--- src/hw/rtl/rpnh_pkg.sv ---
// rpnh_pkg: types, constants and controller/datapath command structs for
// ray_primitive_nearest_hit. No dependencies.
package rpnh_pkg;

    localparam int DW = 32;
    localparam int IW = 8;

    typedef struct packed {
        logic signed [31:0] origin_x;
        logic signed [31:0] origin_y;
        logic signed [31:0] origin_z;
        logic signed [31:0] dir_x;
        logic signed [31:0] dir_y;
        logic signed [31:0] dir_z;
        logic               prim_kind;
        logic signed [31:0] center_x;
        logic signed [31:0] center_y;
        logic signed [31:0] center_z;
        logic        [30:0] radius;
        logic               last_prim;
    } t_in_item;

    typedef struct packed {
        logic               hit_found;
        logic signed [31:0] hit_distance;
        logic        [7:0]  hit_index;
    } t_out_item;

    localparam logic [0:0] CFG_MIN_DIST = 1'b0;
    localparam logic [0:0] CFG_MAX_DIST = 1'b1;

    typedef enum logic [3:0] {
        S_IDLE, S_DIFF, S_PROD, S_SUM, S_HH, S_DISC, S_SQRT,
        S_DIV1, S_DIV2S, S_DIV2, S_DIVP, S_PICK, S_OUT
    } t_state;

    // controller -> datapath
    typedef struct packed {
        logic load;        // capture input beat
        logic do_diff;
        logic do_prod;     // one of seven products per cycle, sel below
        logic [2:0] prod_sel;
        logic do_sum;
        logic do_hh;       // h*h and a*c
        logic do_disc;
        logic sqrt_start;
        logic sqrt_step;
        logic div_start;   // start divider
        logic [1:0] div_sel; // 0: root1 1: root2 2: plane
        logic div_step;
        logic div_save;
        logic pick;
        logic emit;
    } t_cmd;

    // datapath -> controller
    typedef struct packed {
        logic is_plane;
        logic dy_zero;
        logic sph_miss;
        logic sqrt_done;
        logic div_done;
    } t_status;

    function automatic logic signed [31:0] sat32(input logic signed [65:0] v);
        if (v > 66'sd2147483647) return 32'sh7FFFFFFF;
        if (v < -66'sd2147483648) return 32'sh80000000;
        return v[31:0];
    endfunction

endpackage

--- src/hw/rtl/rpnh_ctrl.sv ---
// rpnh_ctrl: sequencer for one item; issues rpnh_pkg::t_cmd to the datapath.
// Depends on rpnh_pkg.
module rpnh_ctrl (
    input  logic              i_clk,
    input  logic              i_rst_n,
    input  logic              i_in_valid,
    output logic              o_in_stall,
    input  logic              i_last,
    output logic              o_out_valid,
    input  logic              i_out_stall,
    input  rpnh_pkg::t_status i_st,
    output rpnh_pkg::t_cmd    o_cmd
);
    import rpnh_pkg::*;

    t_state r_state, n_state;
    logic [2:0] r_cnt, n_cnt;
    logic r_ov, n_ov;

    always_ff @(posedge i_clk) begin
        if (!i_rst_n) begin
            r_state <= S_IDLE;
            r_cnt   <= '0;
            r_ov    <= 1'b0;
        end else begin
            r_state <= n_state;
            r_cnt   <= n_cnt;
            r_ov    <= n_ov;
        end
    end

    assign o_out_valid = r_ov;
    // input is taken only in S_IDLE; one item in flight at a time
    assign o_in_stall = (r_state != S_IDLE);

    always_comb begin
        n_state = r_state;
        n_cnt   = r_cnt;
        n_ov    = r_ov && i_out_stall;
        o_cmd   = '0;
        unique case (r_state)
            S_IDLE: if (i_in_valid) begin
                o_cmd.load = 1'b1;
                n_state = S_DIFF;
            end
            S_DIFF: begin
                o_cmd.do_diff = 1'b1;
                n_cnt = '0;
                if (i_st.is_plane) begin
                    if (i_st.dy_zero) n_state = S_PICK;
                    else begin
                        o_cmd.div_start = 1'b1;
                        o_cmd.div_sel = 2'd2;
                        n_state = S_DIVP;
                    end
                end else n_state = S_PROD;
            end
            S_PROD: begin
                o_cmd.do_prod = 1'b1;
                o_cmd.prod_sel = r_cnt;
                n_cnt = r_cnt + 3'd1;
                if (r_cnt == 3'd6) n_state = S_SUM;
            end
            S_SUM: begin
                o_cmd.do_sum = 1'b1;
                n_state = S_HH;
            end
            S_HH: begin
                o_cmd.do_hh = 1'b1;
                n_state = S_DISC;
            end
            S_DISC: begin
                o_cmd.do_disc = 1'b1;
                o_cmd.sqrt_start = 1'b1;
                n_state = S_SQRT;
            end
            S_SQRT: begin
                if (i_st.sph_miss) n_state = S_PICK;
                else if (i_st.sqrt_done) begin
                    o_cmd.div_start = 1'b1;
                    o_cmd.div_sel = 2'd0;
                    n_state = S_DIV1;
                end else o_cmd.sqrt_step = 1'b1;
            end
            S_DIV1: begin
                if (i_st.div_done) begin
                    o_cmd.div_save = 1'b1;
                    o_cmd.div_sel = 2'd0;
                    n_state = S_DIV2S;
                end else o_cmd.div_step = 1'b1;
            end
            S_DIV2S: begin
                o_cmd.div_start = 1'b1;
                o_cmd.div_sel = 2'd1;
                n_state = S_DIV2;
            end
            S_DIV2, S_DIVP: begin
                o_cmd.div_sel = (r_state == S_DIV2) ? 2'd1 : 2'd2;
                if (i_st.div_done) begin
                    o_cmd.div_save = 1'b1;
                    n_state = S_PICK;
                end else o_cmd.div_step = 1'b1;
            end
            S_PICK: begin
                o_cmd.pick = 1'b1;
                n_state = i_last ? S_OUT : S_IDLE;
            end
            S_OUT: if (!(r_ov && i_out_stall)) begin
                o_cmd.emit = 1'b1;
                n_ov = 1'b1;
                n_state = S_IDLE;
            end
            default: n_state = S_IDLE;
        endcase
    end
endmodule

--- config.mk ---
export PLATFORM = sky130hd
export DESIGN_NAME = rpnh_ctrl
export DESIGN_NICKNAME = d
export VERILOG_FILES = /design/src/hw/rtl/rpnh_pkg.sv /design/src/hw/rtl/rpnh_ctrl.sv
export SDC_FILE = /design/constraint.sdc
export NUM_CORES = 1
export LEC_CHECK = 0
export ABC_CLOCK_PERIOD_IN_PS = 1700
export BUFFER_PORTS_ARGS = -buffer_cell sky130_fd_sc_hd__clkbuf_2
export CORE_MARGIN = 5
export CORE_UTILIZATION = 35
export CTS_BUF_LIST = sky130_fd_sc_hd__clkbuf_8
export DETAILED_ROUTE_END_ITERATION = 10
export GPL_TIMING_DRIVEN = 1
export PLACE_DENSITY = 0.63
export SLEW_MARGIN = 10
export SYNTH_ARGS = -nofsm -noshare
export SYNTH_HDL_FRONTEND = slang
export SYNTH_SLANG_ARGS = --single-unit
export TNS_END_PERCENT = 1
--- constraint.sdc ---
create_clock -name i_clk -period 1.7 [get_ports i_clk]
set_input_delay 0.085 -clock i_clk [delete_from_list [all_inputs] [get_ports i_clk]]
set_output_delay 0.085 -clock i_clk [all_outputs]
set_load 0.02 [all_outputs]
### Word level (Yosys, flattened, before mapping)

Index checks and enable logic that the tools add are counted.

* register bits: 8
* input port bits: 10
* output and inout port bits: 20
* logic and storage cells: 65

* add/subtract/negate cells: 1
* equal/unequal tests: 19
* mux-type cells: 35
* reduce and logical (&&, ||, !) cells: 7

Operators by type and width (number)
* $pmux 4 s12: 1
* $mux 4: 11
* $eq 4x4->1 const B: 5
* $eq 4x3->1 const B: 4
* $mux 1: 14
* $ne 2x2->1 const B: 5
* $mux 3: 3
* $eq 4x2->1 const B: 2
* $pmux 2 s4: 1
* $mux 2: 3
* $pmux 3 s2: 1
* $reduce_and 6->1: 1
* $eq 4x1->1 const B: 1
* $logic_not 4->1: 1
* $reduce_bool 4->1: 1
* $add 3x1->3 const B: 1
* $eq 3x3->1 const B: 1
* $ne 3x3->1 const B: 1
* $pmux 1 s3: 1
* $reduce_or 3->1: 1
* $reduce_bool 2->1: 1
* $reduce_or 2->1: 1
* $logic_and 1x1->1: 1

### Longest topological paths before layout

* depth in word-level cells: 4
* mapped depth: 7
* mapped depth without buffers: 6

### Worst setup path after synthesis

Ideal clock, no wire load.

* kind: reg2reg
* start: register r_state[3]
* end: register r_state[2]
* setup time: 116 ps
* arrival: 1946 ps
* data required time: 1584 ps
* slack: -362 ps
* cell stages (with the launch flop): 8
* buffers on the path: 2
* period minus slack after synthesis: 2062 ps
* path through: dfxtp_1 > buf_4 > nand2b_4 > nor4_1 > or4_4 > buf_6 > mux2i_1 > nor2b_1

* word-level cells in the longest chain between the ends: 4
* elaborated cells between the ends (all ways): 22
* classes of those cells: eq/ne: 18; mux: 1; reduce/logical: 3

Ends and longest elaborated chain
* start, declared: RTL line rpnh_ctrl.sv:16 `t_state r_state, n_state;`
* start signal, assigned: RTL line rpnh_ctrl.sv:26 `r_state <= n_state;`
* $eq 4x4->1: RTL line rpnh_ctrl.sv:41 `unique case (r_state)`
* $reduce_or 2->1: RTL line rpnh_ctrl.sv:41
* $ne 2x2->1 (no source line)
* $reduce_and 6->1 (no source line)

Parallel ways exist; a longest one is shown, timed or not.
A chain may end at the register's enable or synchronous reset.

### Worst setup path in the final report

* start: register r_state[3]
* end: register r_state[1]

The elaborated chain is that of the path after synthesis.

==> flow_summary.ini <==
[run_status]
status = finished, final reports clean

[placed_design]
port_buffers = 29
dp_cells = 166
place.detailed.hpwl_um = 1685
pre_cts_ws_ns = -0.01685
finalWeightedCongestion = 0.7427

[setup_path]
worstPathMaxFanout = 8
r2r_end = r_state[1]
startpoint_type = register
critPathLaunch = r_state[3]
rr_worst_depth = 5
timing.rr.start = r_state[3]
cp_data_required_time_ns = 1.81
reg2reg_slack_ns = 0.05
critical_path_class = register to register
crit_chain = nand4b_1, a31oi_4, or4_4, o211ai_1, o21ai_1
crit_end = r_state[1]
arrival_ns = 1.77
end_kind = register
crit_slowest_cell = or4_4
slowest_delay_ns = 0.57

[layout]
areaGrowthSynthToFinish_pct = 43.48
layout-drive-gt1-share_pct = 44.37
antenna_cells = 0
nets = 156
fin_util_pct = 52.26
fillers = 230
final_cells = 170

[sta]
rsz0062_at_grt = yes
holdWs_ns = 0.1590
worst_slew_pin_slew_ns = 0.3448
fin_crit_ns = 1.654
fin_skew_ns = 0.0005775
relSlewSlack_pct = 76.77
final_hold_viol_count = 0
finalSetupViolCount = 0
slew_viol_final = 0
setup_slack_ns = 0.04609
finalCritPeriodShare_pct = 97.29
max_freq_ghz = 0.6046

[detailed_routing]
antenna_left = 0
via_count = 883
vias_per_cell = 5.194
dr.pass1.iters = 4
finalWirelength_um = 2143
drc_errors = 0
drt_iter0_markers = 11
wl_per_cell_um = 12.61

[pwr]
power_frac_clock_pct = 12.2
ir_worst_vdd_v = 0.001012
p_per_area_mw_per_mm2 = 1602
p_int_mw = 0.9855
sw_frac_of_total_pct = 46.79
comb_power_share_pct = 67.2
p_sw_mw = 0.8664
p_seq_share_pct = 20.6
power_mw = 1.852
p_leak_nw = 0.4890

[cts]
cts_sinks = 8
cts_buffer_depth = 2
holdBufCountCts = 0
htree_levels = 1
cts_tree = done
clk_pin_slew_ns = 0.04
cts_inserted_buffers = 3
clock-root-buffer = clkbuf_8
insertion_delay_ns = 0.23

[synth]
synth_top_area_share_pct = 19.88
ys_ff_latch = 8
ys_types = 38
ys_warn_count = 0
synth-async-reset-ratio_pct = 0
yosys_most_used_dff = dfxtp_1
yosysSeqAreaShare_pct = 19.88
synthesis.nets = 122
synth.top_cells.by_area = dfxtp_1 (20%), o21ai_1 (6.2%), nor2_1 (5.6%), a21oi_1 (4.3%), mux2i_1 (3.7%)
avgSynthCellArea_um2 = 7.325
synth_cells = 110
netlist_top_cells_count = nor2_1 (12), o21ai_1 (10), dfxtp_1 (8)
synthesis.area_um2 = 805.8
synth_area_leader_cell = dfxtp_1
yosysMostFrequentCell = nor2_1
synth-edff-count = 0

[global_routing]
grt_first_pass_wirelength_um = 3815
grt_overflow = 0
grt_pass1_vias = 845
track_usage_pct = 14.35
grt_antenna_before_repair = 0
grt_max_degree = 18

[die]
start_util_pct = 36.43
core_area_mm2 = 0.002212
die_height_um = 57.98
die_area_mm2 = 0.003362
io_pins = 30
die-width_um = 57.98
num_rows = 17

[worst_hold_path]
worstHoldPathType = input port to register

[job]
max-cap-violations = 0
-- sequential cells by signal, indices dropped and copies added, names as in the netlist --
register and cells:
r_state 4, o_out_valid 1, r_cnt 3
-- final cells by class --
cell class | count | area [um^2] | share of cell area, %
repair buffers | 41 | 245.2 | 21.21
clock buffers | 3 | 41.29 | 3.571
inverters | 4 | 15.01 | 1.299
well taps | 28 | 35.03 | 3.030
flip-flops and latches | 8 | 175.2 | 15.15
multi-input cells | 86 | 644.4 | 55.74
-- metrics by stage --
step,instance area (um^2),TNS [ns]
floorplan,835.8,-0.004258
global placement,1031,0
detailed placement,1031,-0.02424
CTS,1084,0
global route,1156,-0.08243
finish,1156,0
-- cells by family after synthesis --
family	synth area share [%]
and+or+nand+nor	38.04
muxes	3.727
DFF	19.88
AOI/OAI and AO/OA	25.00
adders and majority gates	3.105
buffers and inverters	10.25
-- worst max-delay path: cells and delay by family, from the launching register on --
kind	cells	cell delay (ns)
AO/OA/AOI/OAI	3	0.37
flip-flops	1	0.40
AND/OR/NAND/NOR	2	0.76
-- worst min-delay path by stage --
stage / start / endpoint / slack [ns] / depth (start not counted)
6_report: i_out_stall / o_out_valid / 0.16 / 3
5_1_grt: i_out_stall / o_out_valid / 0.19 / 3
4_1_cts: i_out_stall / o_out_valid / 0.13 / 3
3_5_place_dp: i_out_stall / o_out_valid / 0.38 / 3
3_3_place_gp: i_out_stall / o_out_valid / 0.36 / 3
2_1_floorplan: i_st[0] / o_cmd[3] / 0.20 / 1
-- power by group through the flow --
stage	Clock [mW]	Sequential (mW)	Combinational [mW]
4_1_cts	0.236	0.332	1.21
6_report	0.227	0.381	1.24
3_3_place_gp	0	0.314	1.18
2_1_floorplan	0	0.279	0.973
5_1_grt	0.251	0.396	1.36
3_5_place_dp	0	0.325	1.19
-- cell usage in the layout (no fill, tap or decap), types with 2 or more instances in the layout --
cell type,instances
buf_6,2
clkbuf_8,3
nor2b_1,3
inv_1,4
a21oi_1,6
nand3b_1,2
o211ai_1,2
or4_4,2
dfxtp_1,4
a21boi_1,2
nand2b_1,2
o21ai_1,10
clkbuf_2,28
nand4bb_4,2
buf_4,11
mux2i_1,3
o21ai_0,2
dfxtp_4,4
nor3_1,3
nor2_1,12
and3_1,2
ha_1,2
nand2_1,7
and2_1,3
-- metal layers --
layer / up-vias / wire length (um) / track usage (%)
met4: 0 / 30 / 7.947
met1: 389 / 1076 / 19.50
met2: 32 / 876 / 20.97
met5: - / 0 / 0
met3: 4 / 159 / 2.895
li1: 458 / - / -
-- timing repair --
item,CTS,global route
endpoints found under the hold margin,0,0
pin swaps,0,4
buffers inserted,0,1
setup endpoints to repair,6,7
gates resized for setup,5,14
Note: power is estimated with default switching activity, not from simulation.
